## config.mk

```make
export PLATFORM = sky130hd
export DESIGN_NAME = bap_div
export DESIGN_NICKNAME = d
export VERILOG_FILES = /design/src/rtl/bap_pkg.sv /design/src/rtl/bap_div.sv
export SDC_FILE = /design/constraint.sdc
export NUM_CORES = 1
export LEC_CHECK = 0
export BUFFER_PORTS_ARGS = -buffer_cell sky130_fd_sc_hd__buf_2
export CORE_MARGIN = 2
export CORE_UTILIZATION = 55
export CTS_BUF_LIST = sky130_fd_sc_hd__clkbuf_8 sky130_fd_sc_hd__clkbuf_16
export DETAILED_ROUTE_END_ITERATION = 12
export PLACE_DENSITY = 0.77
export SLEW_MARGIN = 30
export SYNTH_ARGS = -nofsm -noshare
export SYNTH_HDL_FRONTEND = slang
export SYNTH_SLANG_ARGS = --single-unit
```

## constraint.sdc

```tcl
create_clock -name aclk -period 3.6 [get_ports aclk]
set_clock_uncertainty 0.05 [all_clocks]
set_input_delay 0.36 -clock aclk [delete_from_list [all_inputs] [get_ports aclk]]
set_output_delay 0.36 -clock aclk [all_outputs]
set_load 0.01 [all_outputs]
```

## src/rtl/bap_pkg.sv

```systemverilog
package bap_pkg;

    // Fixed field widths of the ports
    localparam int SAMPLE_W   = 16;
    localparam int PERIOD_W   = 19;
    localparam int MISMATCH_W = 12;
    localparam int WLEN_W     = 11;

    localparam logic [WLEN_W-1:0] WLEN_RESET = 11'd882;

    // Bit map unit operations
    typedef logic [1:0] bm_op_t;
    localparam bm_op_t BM_FILL  = 2'd0;
    localparam bm_op_t BM_CLEAR = 2'd1;
    localparam bm_op_t BM_COUNT = 2'd2;

    typedef struct packed {
        logic   go;
        bm_op_t op;
    } bm_cmd_t;

endpackage

```

## src/rtl/bap_div.sv

```systemverilog
module bap_div #(
    parameter int FRAC_BITS = 8,
    localparam int QW = FRAC_BITS + 1,
    localparam int KW = $clog2(FRAC_BITS + 2)
) (
    input  logic                          aclk,
    input  logic                          aresetn,
    input  logic                          go,
    input  logic [bap_pkg::SAMPLE_W-1:0]  mag,
    input  logic [bap_pkg::SAMPLE_W-1:0]  span,
    output logic                          done,
    output logic [QW-1:0]                 quo
);

    logic                         busy_reg;
    logic                         done_reg;
    logic                         first_reg;
    logic [KW-1:0]                cnt_reg;
    logic [bap_pkg::SAMPLE_W:0]   rem_reg;
    logic [bap_pkg::SAMPLE_W-1:0] span_reg;
    logic [QW-1:0]                quo_reg;

    logic [bap_pkg::SAMPLE_W:0]   trial;
    logic                         ge;

    // Restoring division, one quotient bit a cycle; the first step takes the integer bit
    assign trial = first_reg ? rem_reg : {rem_reg[bap_pkg::SAMPLE_W-1:0], 1'b0};
    assign ge    = trial >= {1'b0, span_reg};

    always_ff @(posedge aclk) begin
        if (!aresetn) begin
            busy_reg <= 1'b0;
            done_reg <= 1'b0;
        end else begin
            done_reg <= 1'b0;
            if (go) begin
                busy_reg  <= 1'b1;
                first_reg <= 1'b1;
                cnt_reg   <= KW'(QW);
                rem_reg   <= {1'b0, mag};
                span_reg  <= span;
                quo_reg   <= '0;
            end else if (busy_reg) begin
                rem_reg   <= ge ? (trial - {1'b0, span_reg}) : trial;
                quo_reg   <= {quo_reg[QW-2:0], ge};
                first_reg <= 1'b0;
                cnt_reg   <= cnt_reg - KW'(1);
                if (cnt_reg == KW'(1)) begin
                    busy_reg <= 1'b0;
                    done_reg <= 1'b1;
                end
            end
        end
    end

    assign done = done_reg;
    assign quo  = quo_reg;

endmodule

```

Word level (Yosys, flattened, before mapping)

Index checks and enable logic that the tools add are counted.

$lt $le $gt $ge: 1
Bitwise operators: 2
Mux-type cells: 11
Add/sub/neg operators: 2
Eq/ne operators: 1
Reductions and logical operators: 4

Operator list:

| operator              | number |
|---|---|
| $mux W17              | 3 |
| $ge A17 B16 Y1        | 1 |
| $sub A17 B16 Y17      | 1 |
| $mux W16              | 1 |
| $mux W9               | 1 |
| $mux W1               | 5 |
| $eq A4 B1 Y1 const B  | 1 |
| $mux W4               | 1 |
| $reduce_and A2 Y1     | 2 |
| $sub A4 B1 Y4 const B | 1 |
| $reduce_or A3 Y1      | 1 |
| $not A1 Y1            | 2 |
| $reduce_bool A2 Y1    | 1 |

Register bits: 49
Output and inout bits: 10
Word-level logic and storage cells: 29

Longest topological paths before layout

Depth in word-level cells: 5
Gate-level depth with buffers: 12
Depth with buffers taken out: 10

Worst setup path before layout

Ideal clock, no wire load.

Path type: register to register
From: register first_reg
To: register rem_reg[9] (netlist bit), data pin
Data arrival time: 2.925 ns
Period minus slack after synthesis: 3.231 ns
Required time: 3.294 ns
Library setup time: 0.256 ns
Stages on the path, launching flop included: 12
Slack: 0.369 ns
Cell sequence: edfxtp_1 -> buf_6 -> clkbuf_1 -> mux2_2 -> ha_1 -> clkbuf_1 -> nand3_1 -> or3_4 -> a31o_4 -> buf_6 -> a31o_1 -> o22a_1

Word-level cells in the longest chain between the ends: 5

RTL lines:

| element                                                   | line                         | text |
|---|---|---|
| from (decl)                                               | bap_div.sv:17                | `logic first_reg;` |
| from (signal assigned)                                    | bap_div.sv:38                | `first_reg <= 1'b1;` |
| from (signal assigned)                                    | bap_div.sv:46                | `first_reg <= 1'b0;` |
| $mux W17 (*)                                              | bap_div.sv:27                | `assign trial = first_reg ? rem_reg : {rem_reg[bap_pkg::SAMPLE_W-1:0], 1'b0};` |
| $sub A17 B16 Y17 / $ge A17 B16 Y1 (equally long branches) | bap_div.sv:44, bap_div.sv:28 |  |
| $mux W17 (*)                                              | bap_div.sv:44                | `rem_reg <= ge ? (trial - {1'b0, span_reg}) : trial;` |
| $mux W17 (*)                                              | bap_div.sv:43                | `end else if (busy_reg) begin` |
| $mux W16 (*)                                              | bap_div.sv:36                | `if (go) begin` |
| to (signal assigned)                                      | bap_div.sv:40                | `rem_reg <= {1'b0, mag};` |
| to (signal assigned)                                      | bap_div.sv:44                |  |
| to (decl)                                                 | bap_div.sv:19                | `logic [bap_pkg::SAMPLE_W:0] rem_reg;` |

Every way passes the cells marked *; elsewhere a longest branch is shown, timed or not. The select of a mux whose other input is x is not followed.
A chain may end at the register's enable or synchronous reset.

Worst setup path after layout

From: register first_reg
To: register rem_reg[6] (netlist bit), data pin

Same word-level chain as after synthesis.

==> out/results.tsv <==
stage	metric	value	unit
outcome	run_status	finished clean	
critical_path	cpLargestDelayFamily	compound AO/OA/AOI/OAI gates	
finish	drive_gt1_share	24.4	%
grt	grt_pass1_wl	10500	um
die	die_y	80.8	um
synthesis	avgSynthCellArea	10.6	um2
placement	hpwl	4970	um
finish	final_cell_mix	edfxtp_1, buf_2, nand2_1	
clock_network	cts_tree	yes	
critical_path	cp_max_fo	17	
critical_path	crit_arrival	3.29	ns
clock_network	cts_made_buffers	5	
power_and_ir_drop	peakVddDrop	0.251	mV
clock_network	clockRootBuffer	clkbuf_8	
placement	gp_congestion	0.965	
sta	setup_tns	0	ns
clock_network	postCtsHoldBufs	0	
sta	fin_crit	3.27	ns
critical_path	endpoint_kind	flip-flop	
grt	track_usage	21.1	%
die	initial_core_util	57.8	%
finish	synthToLayoutAreaGrowth	10.9	%
critical_path	crit_chain	buf_4 > mux2_2 > ha_1 > a21o_1 > a311oi_4 > a31o_4 > nand2_1 > a311o_1	
synthesis	synth-seq-cells	49	
clock_network	clk_latency	0.32	ns
clock_network	htreeDepth	2	
sta	layout_setup_ws	0.328	ns
synthesis	synth_ff_type	edfxtp_1	
finish	instances_no_fill	420	
clock_network	cts.clk_slew.worst_paths	0.10	ns
critical_path	start_kind	flip-flop	
power_and_ir_drop	power_density	443	nW/um2
drt	first_iter_violations	176	
critical_path	worstPathRequired	3.62	ns
critical_path	slowest_delay	0.49	ns
clock_network	cts_sinks	49	
sta	setup_viol	0	
power_and_ir_drop	p_leak	0.00142	uW
grt	grt_start_max_net_pins	34	
sta	max_slew.worst_pin.slew	0.780	ns
die	num_rows	27	
synthesis	synthDistinctLibCells	61	
synthesis	ys.warnings.count	0	
critical_path	path_class	flip-flop to flip-flop	
finish	nets	401	
drt	route.detailed.drc	0	
sta	rsz0062_at_grt	no	
grt	antenna_found_initial	0	
finish	diodes	0	
grt	grt_overflow	0	
worst_hold_path	hp-class	input port to flip-flop	
die	die_x	80.8	um
synthesis	netlist_instances	305	
synthesis	async_flop_share	0	%
placement	place_inst	412	
finish	final_common_cell	edfxtp_1	
clock_network	post_cts_buffers	0	
sta	hold_viol	0	
sta	finalMaxSlewViolations	0	
synthesis	ys_seq_area_share	44.8	%
drt	routed_wl	6640	um
placement	place_ws	0.360	ns
drt	via_per_inst	5.91	
finish	fin_util	64.1	%
drt	antenna_left	0	
die	ios	45	
sta	max_freq	306	MHz
synthesis	syn_nets	359	
sta	min_period_over_period	90.9	%
die	dieArea	6520	um2
grt	grt_pass1_vias	2244	
synthesis	synth_edf_count	47	
clock_network	cts_resized	0	
synthesis	syn-cell-area	3240	um2
critical_path	critPathBufInv	1	
drt	dr_total_vias	2481	
die	core	5610	um2
placement	port_buffers	44	
run	cap_viol_max_count	0	
drt	first_pass_iters	4	
finish	largest_reg_flops	17	
clock_network	clockBufferDepth	2	
drt	wire_per_inst	15.8	um
critical_path	crit_path_top_delay_cell	a311oi_4	
sta	relSlewSlack	48.0	%
==> metrics by stage <==
| step | total power [uW] | cell area (um2) | hold WS [ns] |
|---|---|---|---|
| 6_report | 1590 | 3590 | 0.159 |
| 5_1_grt | 1670 | 3590 | 0.156 |
| 4_1_cts | 1590 | 3590 | 0.164 |
| 3_5_place_dp | 1260 | 3510 | 0.381 |
| 3_3_place_gp | 1250 | 3510 | 0.367 |
| 2_1_floorplan | 1140 | 3240 | 0.365 |
==> cells by family (layout without fill, tap and decap cells) <==
group	after synthesis	after routing	share of synthesized area (%)
adders and majority gates	19	19	7.56
AOI/OAI and AO/OA	83	83	20.1
muxes	18	18	6.29
buffers and inverters	36	79	4.98
DFF	49	49	44.8
xor gates and xnor gates	11	11	2.97
and+or+nand+nor	89	89	13.3
==> synth_stat cells (3+ instances only) <==
library cell   n  area [um2]
edfxtp_1      47        1410
nand2_1       28         105
inv_1         23        86.3
a21oi_1       18        90.1
ha_1          18         225
nor2_1        18        67.6
mux2_2        15         169
nor2b_1       10        62.6
nor3_1        10        50.1
o21ai_0       10        50.1
xnor2_1       10        87.6
clkbuf_1       7        26.3
nand3_1        7        35.0
a31oi_1        6        37.5
nand2b_1       6        37.5
o31ai_1        5        37.5
a21o_1         4        30.0
o21a_1         4        30.0
a211oi_1       3        22.5
a311oi_1       3        26.3
buf_6          3        33.8
o221ai_1       3        26.3
o22ai_1        3        18.8
==> area by class of cell <==
cell class                 count  area, um2
sequential                    49       1450
timing repair buffer          48        250
fill                         446       2010
inverter                      23       86.3
tap                           72       90.1
clock inverter                 3       18.8
multi-input combinational    220       1630
clock buffer                   5       68.8
==> power breakdown <==
part	total (uW)	leakage [uW]	internal [uW]	switching [uW]
Sequential	704	0.000463	685	18.8
Clock	336	0.0000416	135	202
Combinational	551	0.000916	236	314
==> path summary, 6_finish.rpt <==
| path | startpoint | to | slack, ns | depth (start not counted) |
|---|---|---|---|---|
| worst min-delay path | span[13] | span_reg[13] | 0.16 | 1 |
| worst max-delay path | first_reg | rem_reg[6] | 0.33 | 8 |
| worst max register to register | first_reg | rem_reg[6] | 0.33 | 8 |
| worst min register to register | busy_reg | done | 0.39 | 2 |
==> worst reg2reg max path: stages, from the launching register on <==
cell	delay (ns)
edfxtp_1	0.35
buf_4	0.24
mux2_2	0.39
ha_1	0.39
a21o_1	0.27
a311oi_4	0.49
a31o_4	0.33
nand2_1	0.17
a311o_1	0.35
==> per-layer routing <==
layer  track usage, %  routed length [um]  part of all wire (%)  up-vias
met2             32.3                2950                    44       91
met4             8.64                 199                   3.0        0
met5                0                   0                     0        -
li1                 -                   -                     -     1222
met3             4.22                 330                   5.0       20
met1             29.6                3160                    48     1148
Power figures use the tool's default switching activity.
