File: src/rtl/bap_pkg.sv
package bap_pkg;

    // Fixed field widths of the ports
    localparam int SAMPLE_W   = 16;
    localparam int PERIOD_W   = 19;
    localparam int MISMATCH_W = 12;
    localparam int WLEN_W     = 11;

    localparam logic [WLEN_W-1:0] WLEN_RESET = 11'd882;

    // Bit map unit operations
    typedef logic [1:0] bm_op_t;
    localparam bm_op_t BM_FILL  = 2'd0;
    localparam bm_op_t BM_CLEAR = 2'd1;
    localparam bm_op_t BM_COUNT = 2'd2;

    typedef struct packed {
        logic   go;
        bm_op_t op;
    } bm_cmd_t;

endpackage

File: src/rtl/bap_bitmap.sv
module bap_bitmap #(
    parameter int WINDOW_MAX = 1024,
    localparam int IXW = $clog2(WINDOW_MAX + 1),
    localparam int CW  = $clog2(2 * WINDOW_MAX + 1)
) (
    input  logic              aclk,
    input  logic              aresetn,
    input  bap_pkg::bm_cmd_t  cmd,
    input  logic [IXW-1:0]    lo,
    input  logic [IXW-1:0]    hi,
    input  logic [IXW-1:0]    shift,
    output logic              done,
    output logic [CW-1:0]     count
);

    localparam int AW = $clog2(WINDOW_MAX);
    localparam int JW = $clog2(2 * WINDOW_MAX + 1);

    logic map_reg [WINDOW_MAX];

    logic                 busy_reg;
    logic                 done_reg;
    logic                 pend_reg;
    logic                 va_reg;
    logic                 vb_reg;
    logic                 rd_a_reg;
    logic                 rd_b_reg;
    bap_pkg::bm_op_t      op_reg;
    logic [JW-1:0]        j_reg;
    logic [JW-1:0]        stop_reg;
    logic [IXW-1:0]       sh_reg;
    logic [CW-1:0]        acc_reg;

    logic                 issue;
    logic                 we;
    logic                 wbit;
    logic [JW-1:0]        jb;
    logic                 va;
    logic                 vb;

    assign issue = busy_reg && (j_reg < stop_reg);
    assign we    = issue && ((op_reg == bap_pkg::BM_FILL) || (op_reg == bap_pkg::BM_CLEAR));
    assign wbit  = (op_reg == bap_pkg::BM_FILL);
    assign jb    = j_reg - JW'(sh_reg);
    assign va    = j_reg < JW'(WINDOW_MAX);
    assign vb    = (j_reg >= JW'(sh_reg)) && (jb < JW'(WINDOW_MAX));

    always_ff @(posedge aclk) begin
        if (we) begin
            map_reg[j_reg[AW-1:0]] <= wbit;
        end
        rd_a_reg <= map_reg[j_reg[AW-1:0]];
        rd_b_reg <= map_reg[jb[AW-1:0]];
    end

    always_ff @(posedge aclk) begin
        if (!aresetn) begin
            busy_reg <= 1'b0;
            done_reg <= 1'b0;
            pend_reg <= 1'b0;
        end else begin
            done_reg <= 1'b0;
            pend_reg <= issue && (op_reg == bap_pkg::BM_COUNT);
            va_reg   <= va;
            vb_reg   <= vb;
            if (cmd.go) begin
                busy_reg <= 1'b1;
                op_reg   <= cmd.op;
                sh_reg   <= shift;
                acc_reg  <= '0;
                unique case (cmd.op)
                    bap_pkg::BM_FILL: begin
                        j_reg    <= JW'(lo);
                        stop_reg <= JW'(hi);
                    end
                    bap_pkg::BM_CLEAR: begin
                        j_reg    <= '0;
                        stop_reg <= JW'(WINDOW_MAX);
                    end
                    bap_pkg::BM_COUNT: begin
                        j_reg    <= '0;
                        stop_reg <= JW'(WINDOW_MAX) + JW'(shift);
                    end
                    default: begin
                        j_reg    <= '0;
                        stop_reg <= '0;
                    end
                endcase
            end else if (busy_reg) begin
                if (issue) begin
                    j_reg <= j_reg + JW'(1);
                end
                if (pend_reg) begin
                    acc_reg <= acc_reg + CW'((rd_a_reg & va_reg) ^ (rd_b_reg & vb_reg));
                end
                if (!issue && !pend_reg) begin
                    busy_reg <= 1'b0;
                    done_reg <= 1'b1;
                end
            end
        end
    end

    assign done  = done_reg;
    assign count = acc_reg;

    a_done_idle: assert property (@(posedge aclk) disable iff (!aresetn)
        done_reg |-> !busy_reg)
        else $error("bit map unit signals done while still busy");

endmodule

File: config.mk
export PLATFORM = sky130hd
export DESIGN_NAME = bap_bitmap
export DESIGN_NICKNAME = d
export VERILOG_FILES = /design/src/rtl/bap_pkg.sv /design/src/rtl/bap_bitmap.sv
export SDC_FILE = /design/constraint.sdc
export NUM_CORES = 2
export LEC_CHECK = 0
export BUFFER_PORTS_ARGS = -buffer_cell sky130_fd_sc_hd__buf_2
export CAP_MARGIN = 20
export CORE_ASPECT_RATIO = 2
export CORE_MARGIN = 2
export CORE_UTILIZATION = 60
export DETAILED_ROUTE_END_ITERATION = 7
export PLACE_DENSITY = 0.76
export SYNTH_ARGS = -nofsm -noshare
export SYNTH_HDL_FRONTEND = slang
export SYNTH_SLANG_ARGS = --single-unit
File: constraint.sdc
create_clock -name aclk -period 90 [get_ports aclk]
set_input_delay 4.5 -clock aclk [delete_from_list [all_inputs] [get_ports aclk]]
set_output_delay 4.5 -clock aclk [all_outputs]
set_load 0.02 [all_outputs]
== After elaboration in Yosys (flattened, before gate mapping) ==
Memory sizes are Yosys's and may differ from the RTL's. A register that Yosys moved wholly into a read port is not among the register bits.
Index checks and enable logic that the tools add are counted.
Word-level totals
  register bits: 54
  memory bits (writable): 1024
  input port bits: 38
  output and inout port bits: 13
  logic and storage cells: 58
  memories kept: 1
Cells by class
  add/subtract/negate cells: 4
  magnitude comparators: 4
  eq/ne operators: 4
  mux-type cells: 13
  bitwise operators: 5
  reductions and logical operators: 17
Memories
  map_reg: depth 1024, bits a word 1, rd ports 2, clocked after memory_dff 2, write ports 1, RTL line bap_bitmap.sv:19  | logic map_reg [WINDOW_MAX];
Operator list (number)
  $mux 12: 5
  $pmux 12 s3: 1
  $lt 12x11->1 const B: 2
  $add 11x11->12 const A: 1
  $add 12x1->12: 1
  $add 12x1->12 const B: 1
  $ge 12x11->1: 1
  $lt 12x12->1: 1
  $sub 12x11->12: 1
  $mux 11: 1
  $mux 1: 6
  $reduce_and 3->1: 2
  $reduce_bool 2->1: 3
  $logic_and 1x1->1: 5
  $eq 2x1->1 const B: 2
  $eq 2x2->1 const B: 2
  $logic_not 2->1: 2
  $reduce_or 3->1: 1
  $and 1x1->1: 2
  $logic_not 1->1: 2
  $not 1->1: 2
  $reduce_and 2->1: 1
  $logic_or 1x1->1: 1
  $xor 1x1->1: 1

== Depth between registers and ports, before layout ==
  depth after elaboration: 7
  gate-level depth with buffers: 20

== Least setup slack after synthesis ==
No wires, ideal clock.
  path kind: flip-flop to flip-flop
  from: register op_reg[1]
  to: memory map_reg[0], data pin
  data arrival time: 24.011 ns
  data required time: 85.048 ns
  setup slack: 61.037 ns
  stages on the path, launching flop included: 2
  buffers on the path: 0
  cells stage by stage: edfxtp_1 nor2_1
On the way
  cells in the longest elaborated chain, start to end: 1
RTL lines
  start: declaration: RTL line bap_bitmap.sv:28  | bap_pkg::bm_op_t op_reg;
  start signal: assignment: RTL line bap_bitmap.sv:68  | op_reg <= cmd.op;
  $logic_not 2->1: RTL line bap_bitmap.sv:43  | assign wbit = (op_reg == bap_pkg::BM_FILL);
  named net wbit: RTL line bap_bitmap.sv:36  | logic wbit;
  end: declaration: RTL line bap_bitmap.sv:19
The timed path passes the listed nets, and every way through them passes these cells.

== Worst setup path after layout ==
  from: register j_reg[0]
  to: register rd_b_reg (read register of map_reg)
On the way
  cells in the longest elaborated chain, start to end: 1
RTL lines
  start: declaration: RTL line bap_bitmap.sv:29  | logic [JW-1:0] j_reg;
  start signal: assignment: RTL line bap_bitmap.sv:73  | j_reg <= JW'(lo);
  start signal: assignment: RTL line bap_bitmap.sv:91  | j_reg <= j_reg + JW'(1);
  $sub 12x11->12: RTL line bap_bitmap.sv:44  | assign jb = j_reg - JW'(sh_reg);
  end: declaration: RTL line bap_bitmap.sv:27  | logic rd_b_reg;
Every way passes these cells.
A chain may end at the register's enable or synchronous reset.

==> flow_summary.json <==
{
  "fin_worst_skew_ns": 0.0319,
  "vias_per_cell": 7.38,
  "drt_wl_total_mm": 161,
  "outcome": "completed",
  "worst_setup_path_start_kind": "flop",
  "min_period_ns": 6.82,
  "finish.net_count": 3634,
  "largest_reg_flops": 1024,
  "synth.ff_latch_count": 1080,
  "groute.usage.overall_pct": 34.8,
  "max-vdd-ir-drop_mv": 0.0181,
  "topRoutingLayerUsed": "met5",
  "final_setup_violation_count": 0,
  "area_of_the_die_um2": 94200,
  "cts.reportedPaths.clkPinSlew_ns": 0.06,
  "synth_seq_area_share_pct": 58.9,
  "clk_path_buf_depth": 3,
  "final-hold-violation-count": 0,
  "drive_gt1_share_pct": 25.0,
  "crit_path_max_fanout": 53,
  "clock_tree.htree_level_count": 3,
  "core_region_area_um2": 91100,
  "detail_route.iter0.violations": 6770,
  "drt.antenna.violating_nets": 0,
  "top_library_cells_by_usage_in_the_layout_fill_and_taps_aside": "sky130_fd_sc_hd__edfxtp_1 (1075), sky130_fd_sc_hd__nor2_1 (1066), sky130_fd_sc_hd__mux4_2 (569), sky130_fd_sc_hd__a22oi_1 (94), sky130_fd_sc_hd__clkbuf_16 (94)",
  "place_congestion": 0.844,
  "remaining_drc_errors": 0,
  "post-cts-setup-buffers": 0,
  "unrepaired_setup_endpoints_after_global_routing": "false",
  "met2_wirelength_mm": 77.1,
  "routedWlPerCell_um": 33.3,
  "dieHeight_um": 432,
  "cell_types_with_the_largest_area_share_after_synthesis": "sky130_fd_sc_hd__edfxtp_1 (59%), sky130_fd_sc_hd__mux4_2 (23%), sky130_fd_sc_hd__nor2_1 (7.3%), sky130_fd_sc_hd__clkbuf_1 (2.0%), sky130_fd_sc_hd__a22oi_1 (1.3%)",
  "cp_common_cell": "sky130_fd_sc_hd__mux4_2",
  "timing.critical_path.cells": "inv_1 > ha_1 > fa_4 > buf_4 > buf_4 > mux4_2 > mux4_2 > mux4_2 > nand2_1 > a21oi_1 > a21oi_1 > o22ai_1 > a211o_1",
  "area.growth.synth_to_final_pct": 8.59,
  "setup.worst_path.class": "reg2reg",
  "floorplan.rows": 157,
  "timing.final.max_slew_violations": 0,
  "fin_crit_sh_pct": 7.58,
  "io_pins": 51,
  "syn-mean-instance-area_um2": 14.8,
  "totalNegativeSetupSlack_ns": 0,
  "tightest_slew_ns": 1.21,
  "grt_pass1_wl_mm": 235,
  "critical_path_arrival_ns": 7.41,
  "clock_latency_ns": 0.73,
  "most_used_dff_post_synth": "sky130_fd_sc_hd__edfxtp_1",
  "min-delay-path-class": "reg2reg",
  "tritoncts.num_buffers": 94,
  "fmax_achieved_mhz": 147,
  "tritoncts_clock_tree": "done",
  "vias": 35700,
  "critical_path_required_ns": 90.59,
  "ys_types": 59,
  "yosysTopAreaCellShare_pct": 58.7,
  "yosysWarnings": 0,
  "cap_violations": 0,
  "antenna_found_initial": 1,
  "fp.dieW_um": 218,
  "gr-total-overflow": 0,
  "dp_hpwl_mm": 86.0,
  "fillCellCount": 6269,
  "floorplan.initialDensity_pct": 60.3,
  "synthCells": 3701,
  "asyncSetResetFlopFracSynth_pct": 0,
  "mostFrequentLayoutCell": "sky130_fd_sc_hd__edfxtp_1",
  "powerDensity_nw_per_um2": 20.7,
  "grt_pass1_vias": 35600,
  "cts_resized": 0,
  "detailroute.wirelength.met3_mm": 21.2,
  "crit_path_top_delay_cell": "sky130_fd_sc_hd__fa_4",
  "hold_buffers": 0,
  "worst_slew_margin_rel_pct": 19.3,
  "portBuffers": 50,
  "grt_max_degree": 302,
  "synth_fp_nets": 3769,
  "critPathCaptureType": "flop",
  "critical_path.max_stage_delay_ns": 1.41,
  "power_leakage_uw": 0.0180,
  "cts_num_sinks": 1080,
  "synth_edf_count": 1075,
  "filler_free_cell_count_of_the_finished_design": 4834,
  "clock_root_buffer": "sky130_fd_sc_hd__clkbuf_16",
  "placed_cells": 4634,
  "drt_pre_antenna_iters": 8,
  "post-synth-top-area-cell": "sky130_fd_sc_hd__edfxtp_1",
  "met1Wirelength_mm": 51.1,
  "mappedNetlistArea_um2": 55000
}
[layer usage]
metal  GRT usage (%)  vias up
met1            44.5    18100
met5               0        -
met2            55.1     2912
met4            20.6        2
li1                -    14000
met3            7.81      618
[synth_stat cells (all sizes together) (7+ instances only)]
library cell  number
clkbuf           293
mux4             569
mux2i             52
a22oi             94
nand3             25
inv               35
nand4             31
o21ai             31
a21oi             13
xnor2              7
xor2              18
a22o              17
nand2            100
a221oi            17
o211ai            10
buf               91
a211oi             9
nor2b             13
ha                29
nor2            1070
a31oi              8
and2               7
edfxtp          1075
[power breakdown]
group / switching, uW / internal (uW)
clock network: 188 / 224
registers: 3.40 / 558
logic: 148 / 111
total: 340 / 893
[through the flow]
step                setup WS, ns  cell area, um2  hold slack, ns  power, uW  utilization, %
global route               83.00           59700           0.519       1260            65.5
detailed placement         83.33           56000           0.456        824            61.4
finish                     83.18           59700           0.481       1230            65.5
global placement           83.43           55900           0.438        821            61.4
CTS                        83.28           59000           0.480       1220            64.8
floorplan                  61.04           55000           0.416        761               -
[critical path, delay by kind of cell (launching register included)]
family                   cells  cell delay (ns)
AND/OR/NAND/NOR              1             0.09
AO/OA/AOI/OAI                4             0.71
multiplexers                 3             1.41
buffers and inverters        3             1.72
flip-flops                   1             0.90
adder cells (fa/ha/maj)      2             1.74
[logic make-up (layout without fill, tap and decap cells)]
kind of cell	count (synthesis)	count (layout)	share of synthesized area, %
AO/OA/AOI/OAI	239	239	3.22
flip-flops	1080	1080	58.9
XOR/XNOR	25	25	0.398
multiplexers	625	625	24.3
other	0	1	0
buffers and inverters	419	359	3.17
adder cells (fa/ha/maj)	30	30	0.697
AND/OR/NAND/NOR	1283	1283	9.25
[area by class of cell]
type,count,area (um2),area share (%)
antenna,1,2.50,0.00419
tap,1192,1490,2.50
timing repair buffer,153,1550,2.60
clock inverter,61,624,1.05
multi-input combinational,2202,21100,35.3
inverter,35,131,0.220
sequential,1080,32400,54.3
clock buffer,110,2410,4.04
[path summary, 6_finish.rpt]
kind	startpoint	endpoint	slack, ns	cells after the start
setup / recovery	j_reg[0]	rd_b_reg	83.18	13
hold / removal	pend_reg	done	0.48	1
setup reg to reg	j_reg[0]	rd_b_reg	83.18	13
hold reg to reg	pend_reg	done	0.48	1
(Power assumes the default switching activity.)
